$ cat src/hw/rtl/rdm_pkg.sv
// Shared types, codes and constants of the random depth-first maze generator.
`default_nettype none

package rdm_pkg;

  localparam int GRID_SIDE_DEF   = 16;
  localparam int STACK_DEPTH_DEF = 256;

  localparam logic [15:0] LFSR_TAPS   = 16'hB400;
  localparam logic [15:0] SEED_RESET  = 16'd44257;
  localparam logic [8:0]  REACHED_MAX = 9'd511;

  // Command codes.
  localparam logic OP_GENERATE = 1'b0;
  localparam logic OP_READ     = 1'b1;

  // Walk directions, tried cyclically from the drawn one. North is one row up.
  localparam logic [1:0] DIR_NORTH = 2'd0;
  localparam logic [1:0] DIR_EAST  = 2'd1;
  localparam logic [1:0] DIR_SOUTH = 2'd2;
  localparam logic [1:0] DIR_WEST  = 2'd3;

  // Configuration register index (paddr[2]).
  localparam logic REG_RANDOM_SEED = 1'b0;

  typedef struct packed {
    logic       operation;
    logic [3:0] row;
    logic [3:0] col;
  } cmd_t;

  typedef struct packed {
    logic       top_closed;
    logic       left_closed;
    logic       was_visited;
    logic [8:0] cells_reached;
  } res_t;

  typedef struct packed {
    logic visited;
    logic left_closed;
    logic top_closed;
  } cell_t;

  localparam cell_t CELL_RESET = '{visited: 1'b0, left_closed: 1'b1, top_closed: 1'b1};

  function automatic logic [15:0] lfsr_next(input logic [15:0] s);
    lfsr_next = {1'b0, s[15:1]} ^ (s[0] ? LFSR_TAPS : 16'h0000);
  endfunction

endpackage

`default_nettype wire

$ cat src/hw/rtl/random_dfs_maze_generator.sv
// Top level of the random depth-first maze generator: register port, walk and memories.
//
//   channel   handshake             payload          notes
//   command   start & !busy         cmd (cmd_t)      operation, row, col
//   result    done (one cycle)      result (res_t)   cannot be held off
//   config    psel&penable&pwrite   pwdata[15:0]     random_seed at byte address 0
//
// A read passes through S_RDWAIT before its result is shown; one off the grid is answered from idle.
// A generate first sweeps the cell store, one entry a cycle, then walks: each step passes
// through S_STEP and S_CUR, then S_CHECK for every neighbor probed (S_PROBE between probes),
// then S_WCUR, and S_POP for a pop or S_WNEXT for a move right or down, bounded by the single
// cell store port; a full 16x16 walk is 511 steps.
// After reset the same clearing pass runs and busy stays high until it ends.
// The block takes one item at a time; busy is high until the item's result is shown.
`default_nettype none

module random_dfs_maze_generator #(
  parameter int GRID_SIDE   = rdm_pkg::GRID_SIDE_DEF,
  parameter int STACK_DEPTH = rdm_pkg::STACK_DEPTH_DEF
) (
  input  wire logic          clk,
  input  wire logic          rst,
  input  wire logic          start,
  input  wire rdm_pkg::cmd_t cmd,
  output logic               busy,
  output logic               done,
  output rdm_pkg::res_t      result,
  input  wire logic          psel,
  input  wire logic          penable,
  input  wire logic          pwrite,
  input  wire logic [2:0]    paddr,
  input  wire logic [31:0]   pwdata,
  output logic      [31:0]   prdata,
  output logic               pready
);

  localparam int CW  = $clog2(GRID_SIDE);
  localparam int AW  = 2 * CW;
  localparam int SIW = $clog2(STACK_DEPTH);

  logic [15:0]    random_seed;
  logic           cell_we;
  logic [AW-1:0]  cell_addr;
  rdm_pkg::cell_t cell_wdata;
  rdm_pkg::cell_t cell_rdata;
  logic           stk_we;
  logic [SIW-1:0] stk_addr;
  logic [AW-1:0]  stk_wdata;
  logic [AW-1:0]  stk_rdata;

  assign pready = 1'b1;
  assign prdata = (paddr[2] == rdm_pkg::REG_RANDOM_SEED) ? {16'h0000, random_seed} : 32'h0;

  always_ff @(posedge clk) begin
    if (rst) begin
      random_seed <= rdm_pkg::SEED_RESET;
    end else if (psel && penable && pwrite && pready &&
                 paddr[2] == rdm_pkg::REG_RANDOM_SEED) begin
      random_seed <= pwdata[15:0];
    end
  end

  rdm_ctrl #(
    .GRID_SIDE   (GRID_SIDE),
    .STACK_DEPTH (STACK_DEPTH)
  ) u_ctrl (
    .clk        (clk),
    .rst        (rst),
    .start      (start),
    .cmd        (cmd),
    .seed       (random_seed),
    .busy       (busy),
    .done       (done),
    .result     (result),
    .cell_we    (cell_we),
    .cell_addr  (cell_addr),
    .cell_wdata (cell_wdata),
    .cell_rdata (cell_rdata),
    .stk_we     (stk_we),
    .stk_addr   (stk_addr),
    .stk_wdata  (stk_wdata),
    .stk_rdata  (stk_rdata)
  );

  rdm_cell_mem #(
    .AW (AW)
  ) u_cell_mem (
    .clk   (clk),
    .we    (cell_we),
    .addr  (cell_addr),
    .wdata (cell_wdata),
    .rdata (cell_rdata)
  );

  rdm_stack_mem #(
    .DEPTH (STACK_DEPTH),
    .AW    (SIW),
    .DW    (AW)
  ) u_stack_mem (
    .clk   (clk),
    .we    (stk_we),
    .addr  (stk_addr),
    .wdata (stk_wdata),
    .rdata (stk_rdata)
  );

`ifndef SYNTH
  // A result is only shown once the block is free again.
  a_done_idle: assert property (@(posedge clk) disable iff (rst) done |-> !busy)
    else $error("result shown while busy");

  // An accepted read either answers at once or keeps the block busy.
  a_read_progress: assert property (@(posedge clk) disable iff (rst)
    (start && !busy && cmd.operation == rdm_pkg::OP_READ) |=> (busy || done))
    else $error("read item dropped");

  // The block only becomes busy because an item was offered.
  a_busy_cause: assert property (@(posedge clk) disable iff (rst)
    $rose(busy) |-> $past(start))
    else $error("busy without an accepted item");
`endif

endmodule

`default_nettype wire

$ cat src/hw/rtl/rdm_cell_mem.sv
// Cell store: walls and visited mark of every grid cell, one read-modify-write port.
`default_nettype none

module rdm_cell_mem #(
  parameter int AW = 8
) (
  input  wire logic           clk,
  input  wire logic           we,
  input  wire logic [AW-1:0]  addr,
  input  wire rdm_pkg::cell_t wdata,
  output rdm_pkg::cell_t      rdata
);

  rdm_pkg::cell_t mem [2**AW];

  always_ff @(posedge clk) begin
    if (we) begin
      mem[addr] <= wdata;
    end
    rdata <= mem[addr];
  end

endmodule

`default_nettype wire

$ cat src/hw/rtl/rdm_stack_mem.sv
// Path stack: cell positions pushed by the walk, one port.
`default_nettype none

module rdm_stack_mem #(
  parameter int DEPTH = 256,
  parameter int AW    = 8,
  parameter int DW    = 8
) (
  input  wire logic          clk,
  input  wire logic          we,
  input  wire logic [AW-1:0] addr,
  input  wire logic [DW-1:0] wdata,
  output logic      [DW-1:0] rdata
);

  logic [DW-1:0] mem [DEPTH];

  always_ff @(posedge clk) begin
    if (we) begin
      mem[addr] <= wdata;
    end
    rdata <= mem[addr];
  end

endmodule

`default_nettype wire

$ cat src/hw/rtl/rdm_ctrl.sv
// Walk sequencer and read path: clearing pass, neighbor probes, wall opening, push, pop and cell reads.
`default_nettype none

module rdm_ctrl #(
  parameter int GRID_SIDE   = rdm_pkg::GRID_SIDE_DEF,
  parameter int STACK_DEPTH = rdm_pkg::STACK_DEPTH_DEF,
  localparam int CW  = $clog2(GRID_SIDE),
  localparam int AW  = 2 * CW,
  localparam int SIW = $clog2(STACK_DEPTH),
  localparam int SPW = $clog2(STACK_DEPTH + 1)
) (
  input  wire logic           clk,
  input  wire logic           rst,
  input  wire logic           start,
  input  wire rdm_pkg::cmd_t  cmd,
  input  wire logic [15:0]    seed,
  output logic                busy,
  output logic                done,
  output rdm_pkg::res_t       result,
  output logic                cell_we,
  output logic     [AW-1:0]   cell_addr,
  output rdm_pkg::cell_t      cell_wdata,
  input  wire rdm_pkg::cell_t cell_rdata,
  output logic                stk_we,
  output logic     [SIW-1:0]  stk_addr,
  output logic     [AW-1:0]   stk_wdata,
  input  wire logic [AW-1:0]  stk_rdata
);

  localparam logic [CW-1:0] LAST = CW'(GRID_SIDE - 1);

  typedef enum logic [3:0] {
    S_IDLE, S_CLEAR, S_STEP, S_CUR, S_PROBE, S_CHECK, S_WCUR, S_WNEXT, S_POP, S_RDWAIT
  } state_t;

  state_t          state;
  logic [AW-1:0]   clr_addr;
  logic            walk_go;
  logic            reply;
  logic [AW-1:0]   walk_pos;
  logic [AW-1:0]   next_pos;
  logic [SPW-1:0]  stack_top;
  logic [15:0]     lfsr;
  logic [1:0]      first_dir;
  logic [1:0]      k;
  logic [1:0]      probe_dir;
  logic            found;
  rdm_pkg::cell_t  cur_cell;
  rdm_pkg::cell_t  nxt_cell;
  logic [8:0]      reached;

  logic [CW-1:0]   walk_r;
  logic [CW-1:0]   walk_c;
  logic [AW-1:0]   start_pos;
  logic            start_in;
  logic [15:0]     lfsr_adv;
  logic [3:0]      dir_ok;
  logic            cand_any;
  logic [1:0]      cand_j;
  logic [1:0]      cand_dir;
  logic [AW-1:0]   nb_pos;
  logic            push;
  rdm_pkg::cell_t  cur_wr;
  rdm_pkg::cell_t  nxt_wr;
  logic [8:0]      reached_inc;
  logic [SPW-1:0]  stack_dec;

  assign walk_r    = walk_pos[AW-1:CW];
  assign walk_c    = walk_pos[CW-1:0];
  assign start_pos = {CW'(cmd.row), CW'(cmd.col)};
  assign start_in  = (32'(cmd.row) < GRID_SIDE) && (32'(cmd.col) < GRID_SIDE);
  assign lfsr_adv  = rdm_pkg::lfsr_next(lfsr);
  assign busy      = (state != S_IDLE);

  always_comb begin
    dir_ok = '0;
    dir_ok[rdm_pkg::DIR_NORTH] = (walk_r != '0);
    dir_ok[rdm_pkg::DIR_EAST]  = (walk_c != LAST);
    dir_ok[rdm_pkg::DIR_SOUTH] = (walk_r != LAST);
    dir_ok[rdm_pkg::DIR_WEST]  = (walk_c != '0);
  end

  // First direction at or after probe slot k that stays inside the grid.
  always_comb begin
    logic [1:0] dj;
    cand_any = 1'b0;
    cand_j   = k;
    cand_dir = first_dir;
    for (int j = 3; j >= 0; j--) begin
      dj = first_dir + 2'(j);
      if ((2'(j) >= k) && dir_ok[dj]) begin
        cand_any = 1'b1;
        cand_j   = 2'(j);
        cand_dir = dj;
      end
    end
  end

  always_comb begin
    case (cand_dir)
      rdm_pkg::DIR_NORTH: nb_pos = {walk_r - CW'(1), walk_c};
      rdm_pkg::DIR_EAST:  nb_pos = {walk_r, walk_c + CW'(1)};
      rdm_pkg::DIR_SOUTH: nb_pos = {walk_r + CW'(1), walk_c};
      default:            nb_pos = {walk_r, walk_c - CW'(1)};
    endcase
  end

  assign push      = found && (stack_top < SPW'(STACK_DEPTH));
  assign stack_dec = stack_top - SPW'(1);

  always_comb begin
    cur_wr             = cur_cell;
    cur_wr.visited     = 1'b1;
    cur_wr.top_closed  = cur_cell.top_closed && !(push && probe_dir == rdm_pkg::DIR_NORTH);
    cur_wr.left_closed = cur_cell.left_closed && !(push && probe_dir == rdm_pkg::DIR_WEST);
    nxt_wr             = nxt_cell;
    nxt_wr.top_closed  = nxt_cell.top_closed && (probe_dir != rdm_pkg::DIR_SOUTH);
    nxt_wr.left_closed = nxt_cell.left_closed && (probe_dir != rdm_pkg::DIR_EAST);
    if (!cur_cell.visited && reached != rdm_pkg::REACHED_MAX) begin
      reached_inc = reached + 9'd1;
    end else begin
      reached_inc = reached;
    end
  end

  always_comb begin
    cell_we    = 1'b0;
    cell_addr  = walk_pos;
    cell_wdata = cur_wr;
    stk_we     = 1'b0;
    stk_addr   = stack_top[SIW-1:0];
    stk_wdata  = walk_pos;
    case (state)
      S_IDLE: begin
        cell_addr = start_pos;
      end
      S_CLEAR: begin
        cell_we    = 1'b1;
        cell_addr  = clr_addr;
        cell_wdata = rdm_pkg::CELL_RESET;
      end
      S_CUR, S_PROBE: begin
        cell_addr = nb_pos;
      end
      S_WCUR: begin
        cell_we = 1'b1;
        stk_we  = push;
        if (!push) begin
          stk_addr = stack_dec[SIW-1:0];
        end
      end
      S_WNEXT: begin
        cell_we    = 1'b1;
        cell_addr  = next_pos;
        cell_wdata = nxt_wr;
      end
      default: begin
      end
    endcase
  end

  always_ff @(posedge clk) begin
    if (rst) begin
      state     <= S_CLEAR;
      clr_addr  <= '0;
      walk_go   <= 1'b0;
      reply     <= 1'b0;
      done      <= 1'b0;
      stack_top <= '0;
      lfsr      <= rdm_pkg::SEED_RESET;
      walk_pos  <= '0;
      reached   <= '0;
      found     <= 1'b0;
      k         <= '0;
    end else begin
      done <= 1'b0;
      case (state)
        S_IDLE: begin
          if (start) begin
            if (cmd.operation == rdm_pkg::OP_GENERATE) begin
              lfsr      <= seed;
              stack_top <= '0;
              reached   <= '0;
              walk_pos  <= start_pos;
              walk_go   <= start_in;
              reply     <= 1'b1;
              clr_addr  <= '0;
              state     <= S_CLEAR;
            end else if (start_in) begin
              state <= S_RDWAIT;
            end else begin
              done   <= 1'b1;
              result <= '0;
            end
          end
        end
        S_CLEAR: begin
          clr_addr <= clr_addr + AW'(1);
          if (clr_addr == '1) begin
            if (walk_go) begin
              state <= S_STEP;
            end else begin
              state <= S_IDLE;
              if (reply) begin
                done   <= 1'b1;
                result <= '0;
              end
            end
          end
        end
        S_STEP: begin
          lfsr      <= lfsr_adv;
          first_dir <= lfsr_adv[1:0];
          k         <= '0;
          state     <= S_CUR;
        end
        S_CUR, S_PROBE: begin
          if (state == S_CUR) begin
            cur_cell <= cell_rdata;
          end
          if (cand_any) begin
            k         <= cand_j;
            probe_dir <= cand_dir;
            next_pos  <= nb_pos;
            state     <= S_CHECK;
          end else begin
            found <= 1'b0;
            state <= S_WCUR;
          end
        end
        S_CHECK: begin
          if (!cell_rdata.visited) begin
            found    <= 1'b1;
            nxt_cell <= cell_rdata;
            state    <= S_WCUR;
          end else if (k == 2'd3) begin
            found <= 1'b0;
            state <= S_WCUR;
          end else begin
            k     <= k + 2'd1;
            state <= S_PROBE;
          end
        end
        S_WCUR: begin
          reached <= reached_inc;
          if (push) begin
            stack_top <= stack_top + SPW'(1);
            if (probe_dir == rdm_pkg::DIR_EAST || probe_dir == rdm_pkg::DIR_SOUTH) begin
              state <= S_WNEXT;
            end else begin
              walk_pos <= next_pos;
              state    <= S_STEP;
            end
          end else if (stack_top != '0) begin
            stack_top <= stack_dec;
            state     <= S_POP;
          end else begin
            done   <= 1'b1;
            result <= '{top_closed: 1'b0, left_closed: 1'b0, was_visited: 1'b0,
                        cells_reached: reached_inc};
            state  <= S_IDLE;
          end
        end
        S_WNEXT: begin
          walk_pos <= next_pos;
          state    <= S_STEP;
        end
        S_POP: begin
          walk_pos <= stk_rdata;
          state    <= S_STEP;
        end
        S_RDWAIT: begin
          done                 <= 1'b1;
          result.top_closed    <= cell_rdata.top_closed;
          result.left_closed   <= cell_rdata.left_closed;
          result.was_visited   <= cell_rdata.visited;
          result.cells_reached <= '0;
          state                <= S_IDLE;
        end
        default: begin
          state <= S_IDLE;
        end
      endcase
    end
  end

endmodule

`default_nettype wire

$ cat config.mk
export PLATFORM = sky130hd
export DESIGN_NAME = random_dfs_maze_generator
export DESIGN_NICKNAME = d
export VERILOG_FILES = /design/src/hw/rtl/rdm_pkg.sv /design/src/hw/rtl/random_dfs_maze_generator.sv /design/src/hw/rtl/rdm_cell_mem.sv /design/src/hw/rtl/rdm_stack_mem.sv /design/src/hw/rtl/rdm_ctrl.sv
export SDC_FILE = /design/constraint.sdc
export NUM_CORES = 2
export LEC_CHECK = 0
export BUFFER_PORTS_ARGS = -buffer_cell sky130_fd_sc_hd__buf_2
export CAP_MARGIN = 0
export CORE_MARGIN = 4
export CORE_UTILIZATION = 45
export DETAILED_ROUTE_END_ITERATION = 10
export PLACE_DENSITY_LB_ADDON = 0.1
export SLEW_MARGIN = 10
export SYNTH_ARGS = -nofsm -noshare
export SYNTH_HDL_FRONTEND = slang
export SYNTH_SLANG_ARGS = --single-unit
export TNS_END_PERCENT = 10
$ cat constraint.sdc
create_clock -name clk -period 17.1 [get_ports clk]
set_clock_uncertainty 0.15 [all_clocks]
set_input_delay 2.565 -clock clk [delete_from_list [all_inputs] [get_ports clk]]
set_output_delay 2.565 -clock clk [all_outputs]
set_load 0.03 [all_outputs]
Yosys cells after proc, flatten, opt, wreduce, memory -nomap -nowiden
Memory sizes are Yosys's and may differ from the RTL's. A register that Yosys moved wholly into a read port is not among the register bits.
Cells that the tools add are included.
{ "classes": {"reduce_logical": 50, "eq_ne": 37, "shift": 0, "add_sub_neg": 12, "magnitude_cmp": 9, "n_mux": 76, "div_mod_pow": 0, "n_bitwise": 5, "multipliers": 0} }
{ "ops": {"columns": ["op", "n"], "rows": [
  ["16-bit two-way mux", 4],
  ["8-bit two-way mux", 8],
  ["8-bit one-hot mux with 4 select lines", 2],
  ["9-bit two-way mux", 5],
  ["9-bit one-hot mux with 2 select lines", 2],
  ["16-bit one-hot mux with 2 select lines", 1],
  ["2-bit two-way mux", 14],
  ["4-bit one-hot mux with 7 select lines", 1],
  ["12-bit two-way mux", 2],
  ["4-bit two-way mux", 6],
  ["12-bit one-hot mux with 2 select lines", 1],
  ["8-bit one-hot mux with 3 select lines", 1],
  ["3-bit AND reduction", 8],
  ["1-bit two-way mux", 19],
  ["9-bit by 1-bit adder with 9-bit output, second input constant", 2],
  ["2-bit != test, second input constant", 9],
  ["4-bit by 3-bit == test with 1-bit output, second input constant", 4],
  ["8-bit one-hot mux with 2 select lines", 1],
  ["4-bit nonzero test", 4],
  ["15-bit by 16-bit XOR with 16-bit output", 1],
  ["1-bit logical AND", 15],
  ["2-bit by 3-bit < comparator with 1-bit output, second input constant", 4],
  ["2-bit by 1-bit != test with 1-bit output, second input constant", 6],
  ["5-bit AND reduction", 2],
  ["38 further kinds", 67]
]} }
{ "totals": {"rom_bits": 0, "memories": 2, "mem_bits_rw": 2816, "word_cells": 214, "latchBits": 0, "regBits": 104} }
{ "memory_table": {"columns": ["name", "depth", "word_bits", "rd", "rd_clocked_by_memory_dff", "wr", "line", "source"], "rows": [
  ["u_stack_mem.mem", 256, 8, 1, 1, 1, "rdm_stack_mem.sv:16", "logic [DW-1:0] mem [DEPTH];"],
  ["u_cell_mem.mem", 256, 3, 1, 1, 1, "rdm_cell_mem.sv:14", "rdm_pkg::cell_t mem [2**AW];"]
]} }

Depth between registers and ports, before layout
{ "logic_depth": {"depth_word": 11, "depth_mapped": 27} }

By module
Synthesis repeated with hierarchy kept, for this count alone.
{ "hier_totals": {"hier_cells": 5852, "hier_area_um2": 115294.3} }
{ "modules_own_cells": {"columns": ["module", "cells_per_inst", "area_each_um2", "instances", "seq_area_each_um2"], "rows": [
  ["rdm_stack_mem", 3547, 78492.8, 1, 61659.1],
  ["rdm_cell_mem", 1564, 30407.9, 1, 23122.2],
  ["rdm_ctrl", 635, 5446.5, 1, 2052.0],
  ["random_dfs_maze_generator", 106, 947.2, 1, 320.3]
]} }

Worst setup path before layout
Ideal clock, no wire load.
{ "synth_timing": {"path_kind": "register -> register", "startpoint": "register u_ctrl.stack_top[8]", "endpoint": "memory u_cell_mem.mem[0][0] in the netlist's numbering (data pin)", "synth_period_minus_slack_ns": 13.345, "arrival_ns": 11.007, "path_stages_with_launch": 8, "setup_slack_ns": 3.755, "path_buffers": 2, "setup_ns": 2.187, "required_time_ns": 14.763, "path_cell_list": "dfxtp_1 > nand2b_1 > clkbuf_1 > inv_1 > clkbuf_1 > nand2_1 > nand2_1 > o21ai_0"} }
{ "synth_lines": {"columns": ["element", "line", "source"], "rows": [
  ["start, declared", "rdm_ctrl.sv:42", "logic [SPW-1:0] stack_top;"],
  ["start signal, assigned", "rdm_ctrl.sv:247", "stack_top <= stack_top + SPW'(1);"],
  ["start signal, assigned", "rdm_ctrl.sv:255", "stack_top <= stack_dec;"],
  ["end, declared", "rdm_cell_mem.sv:14", null]
]} }

Worst setup path in the final report
{ "layout_timing": {"startpoint": "register u_ctrl.walk_pos[5] (netlist: u_ctrl.stk_wdata[5])", "endpoint": "register u_cell_mem.rdata[0] (netlist name)"} }
{ "layout_via": {"elab_chain_cells": 11} }
{ "layout_rtl": {"columns": ["element", "line", "source"], "rows": [
  ["start, declared", "rdm_ctrl.sv:40", "logic [AW-1:0] walk_pos;"],
  ["start signal, assigned", "rdm_ctrl.sv:184", "walk_pos <= start_pos;"],
  ["start signal, assigned", "rdm_ctrl.sv:251", "walk_pos <= next_pos;"],
  ["start signal, assigned", "rdm_ctrl.sv:265", "walk_pos <= next_pos;"],
  ["4-bit != test / 4-bit nonzero test (equally long branches)", "rdm_ctrl.sv:79, rdm_ctrl.sv:77", null],
  ["1-bit binary-select mux with 2-bit select", "rdm_ctrl.sv:91", "if ((2'(j) >= k) && dir_ok[dj]) begin"],
  ["1-bit two-way mux (not written as such)", "rdm_ctrl.sv:91", null],
  ["1-bit logical AND", "rdm_ctrl.sv:91", null],
  ["2-bit two-way mux (3 in series)", "rdm_ctrl.sv:91", null],
  ["2-bit two-way mux (*)", "rdm_ctrl.sv:91", null],
  ["named net u_ctrl.cand_dir[0]", "rdm_ctrl.sv:60", "logic [1:0] cand_dir;"],
  ["2-bit == test (tied with other cells)", "rdm_ctrl.sv:100", "case (cand_dir)"],
  ["8-bit one-hot mux with 3 select lines (*)", "rdm_ctrl.sv:100", null],
  ["8-bit one-hot mux with 4 select lines (*)", "rdm_ctrl.sv:133", "case (state)"]
]} }
The timed path passes the listed nets; every way through them passes the cells marked *. The select of a mux whose other input is x is not followed.
A chain may end at the register's enable or synchronous reset.

==> results by group <==
Route
  • Residual DRC count: 0
  • Final wirelength: 332,000 um
  • Post-route ant nets: 0
  • DRT Pass-1 Iters: 8
  • Avg WL per Cell: 30.2 um
  • DR vias/cell: 6.16
  • DR vias: 67,700
  • Initial DRC Count: 7,125

Logic synthesis
  • Synth top cells by count: 2,845 x edfxtp_1, 716 x a22oi_1, 628 x nor2_1
  • Register bit total from synthesis: 2,931
  • Count leader, synth: edfxtp_1
  • Syn Inst Count: 7,401
  • Average cell area after synthesis: 15.5 um^2
  • Ys async rst share: 0%
  • Register area share after synthesis: 75.9%
  • Ys flop type: edfxtp_1
  • Area leader, netlist: edfxtp_1
  • Yosys cell types: 100
  • Ys Warns: 0
  • Post-synth EDFFs: 2,845
  • Synth area leaders: edfxtp_1 74%, a22oi_1 4.7%, nor2_1 2.1%, a21oi_1 1.9%, a221oi_1 1.6%
  • Yosys top cell area share: 74.4%
  • Cell area after synthesis: 115,000 um^2

Power and ir drop
  • P_leak: 40.9 nW
  • Peak supply drop: 0.000107 V
  • Pwr/cell area: 113 nW/um^2

Clock tree
  • Setup bufs post-CTS: 0
  • Worst skew pair latency: 0.94 ns
  • # hold bufs at CTS: 0
  • TritonCTS Sinks: 2,931
  • CTS tree: done
  • Post-CTS Resized: 0
  • Worst-path clk slew: 0.06 ns
  • Clock Tree Root: clkbuf_16
  • H-tree levels: 5
  • Total CTS buffers: 320
  • Longest Clk Path Bufs: 4

STA
  • Setup ws final: 8.71 ns
  • Fin. Hold Viols: 0
  • Max_slew headroom: 19.6%
  • Final period utilization: 49.1%
  • Min Tclk post-route: 8.39 ns
  • Sum Neg Setup Slack: 0 ns
  • RSZ-0062 raised after global routing: false
  • Count of pins over their slew limit: 0
  • Setup violators final: 0
  • Achievable Freq: 119 MHz
  • Worst-Margin Slew: 1.21 ns

Floorplanning
  • Ports: 97
  • Die area: 263,000 um^2
  • Starting density of the core: 45.2%
  • Core Area: 254,000 um^2
  • Die Wd: 513 um
  • Rows: 185
  • Die height: 513 um

Place
  • Cells after DPL: 10,400
  • Pre-CTS setup slack: 8.77 ns
  • Post-DP HPWL: 192,000 um
  • GPL Wtd Cong: 0.824
  • Port bufs: 61

Worst setup path
  • Peak fanout along the critical path: 55
  • CP max stage delay: 0.92 ns
  • CP required: 17.69 ns
  • CP max stage cell: nor2_1
  • CP cell instances: nor4_2 > mux4_2 > o32ai_2 > a21oi_2 > nor2_8 > inv_2 > nand2_1 > inv_1 > fa_1 > xnor2_1 > mux2_2 > nand2_1 > o211a_1 > and3_2 > buf_4 > buf_4 > nor2_1 > a32oi_1 > nand3_1 > o22ai_1 > o311ai_1 > o31ai_1
  • Crit. End Element: flop
  • Worst r2r path cells: 22
  • Worst reg2reg startpoint: u_ctrl.stk_wdata[5]
  • Worst setup path endpoint: u_cell_mem.rdata[0]
  • Reg2reg setup slack: 8.71 ns
  • Worst Path Arrival: 8.98 ns
  • CP Launch Type: flop
  • Critical R2R Capture: u_cell_mem.rdata[0]
  • CP startpoint: u_ctrl.stk_wdata[5]
  • CP Class: flop to flop

Finish
  • Share of cells above drive strength 1: 10.5%
  • Fin cells: 11,000
  • Fin util: 50.5%
  • Nets: 7,468
  • Area Growth Syn to Fin: 11.8%

Run
  • Max Cap Viol: 0

Global route
  • First-pass GRT wire length: 479,000 um
  • Grt total ovfl: 0
  • Initial antenna violation count: 13
  • Largest net degree at the start of global routing: 205
  • Global-route usage over all layers: 24.6%
  • Vias in the first global route: 66,400

Outcome
  • Status: finished clean

Hold path
  • HP Class: flop to flop
-- sequential cells by signal (all words and copies together), names as in the netlist, 9 cells and up --
signal / flops
random_seed: 16
u_cell_mem.mem: 768
u_ctrl.lfsr: 16
u_ctrl.reached: 9
u_ctrl.result: 12
u_ctrl.stack_top: 9
u_stack_mem.mem: 2048
-- kinds of logic after synthesis --
kind of cell | share of synthesized area (%)
other | 0.00654
and+or+nand+nor | 5.91
buffers and inverters | 2.29
AOI/OAI and AO/OA | 13.0
adders and majority gates | 0.253
DFF | 75.9
xor gates and xnor gates | 0.221
muxes | 2.40
-- routing by layer --
metal  vias up  track usage, %  wire (um)
met1     35000            34.1     140000
li1      29700               -          -
met2      2421            40.4     161000
met4         6            8.23      11800
met3       551            3.26      19300
met5         -               0         43
-- placed cells by master (no fill, tap or decap), types with 14 or more instances in the layout --
cell type,Yosys,routed
nor3_1,34,32
nand2b_1,18,18
ha_1,20,20
nand3_1,128,127
bufinv_16,0,18
nor4_1,95,87
clkinv_2,0,49
buf_2,61,61
nand3b_1,14,14
a31oi_1,28,28
xor2_1,14,14
nor2_1,628,624
a221oi_1,214,214
and3_1,33,32
inv_1,24,24
nand4_1,33,33
mux2i_1,172,172
nand2_1,437,412
dfxtp_1,86,78
o22ai_1,152,151
a22o_1,202,202
conb_1,2,17
mux4_2,40,40
a21oi_1,436,434
a311oi_1,33,32
a211oi_1,37,37
buf_12,4,14
nand2_2,0,24
nor2b_1,28,28
edfxtp_1,2845,2845
clkbuf_1,394,65
buf_4,30,156
clkbuf_16,0,325
o21ai_0,104,98
a22oi_1,716,714
clkinv_1,0,72
o211ai_1,32,32
-- cell type report --
class	instances	area (um^2)
Inverter	25	93.8
Antenna cell	8	20.0
Timing Repair Buffer	231	1760
Fill cell	21100	126000
Tap cell	3366	4210
Sequential cell	2931	87200
Clock buffer	396	8460
Multi-Input combinational cell	3887	25400
Clock inverter	151	1170
-- power breakdown --
part           leakage, nW  total (mW)  switching (mW)  internal, mW
Clock                 4.72        6.47            2.72          3.76
Combinational         9.46       0.288           0.196        0.0926
Sequential            26.7        7.76         0.00557          7.76
-- critical path: cells and delay by family (launching register included) --
kind                       cells  cell delay (ns)
and+or+nand+nor                7             2.04
adders and majority gates      1             0.38
AOI/OAI and AO/OA              7             2.63
xor gates and xnor gates       1             0.41
DFF                            1             0.82
buffers and inverters          4             0.92
muxes                          2             0.82
-- stage by stage --
step / power, mW / cell area, um^2 / hold WS, ns
after global routing: 14.9 / 128000 / 0.343
after global placement: 8.20 / 119000 / 0.312
after floorplan: 8.11 / 115000 / 0.267
final: 14.5 / 128000 / 0.320
after CTS: 14.6 / 128000 / 0.321
after detailed placement: 8.20 / 119000 / 0.297
-- worst min-delay path by stage --
stage,from,endpoint,slack [ns],cells past startpoint
floorplan,u_cell_mem.rdata[0],u_ctrl.cur_cell[0],0.27,0
global placement,u_ctrl.walk_go,u_ctrl.walk_go,0.31,2
detailed placement,u_ctrl.lfsr[2],u_ctrl.first_dir[1],0.30,0
CTS,u_ctrl.lfsr[2],u_ctrl.first_dir[1],0.32,0
global route,u_ctrl.lfsr[2],u_ctrl.first_dir[1],0.34,0
finish,u_ctrl.walk_go,u_ctrl.walk_go,0.32,2
Power figures use the tool's default switching activity.
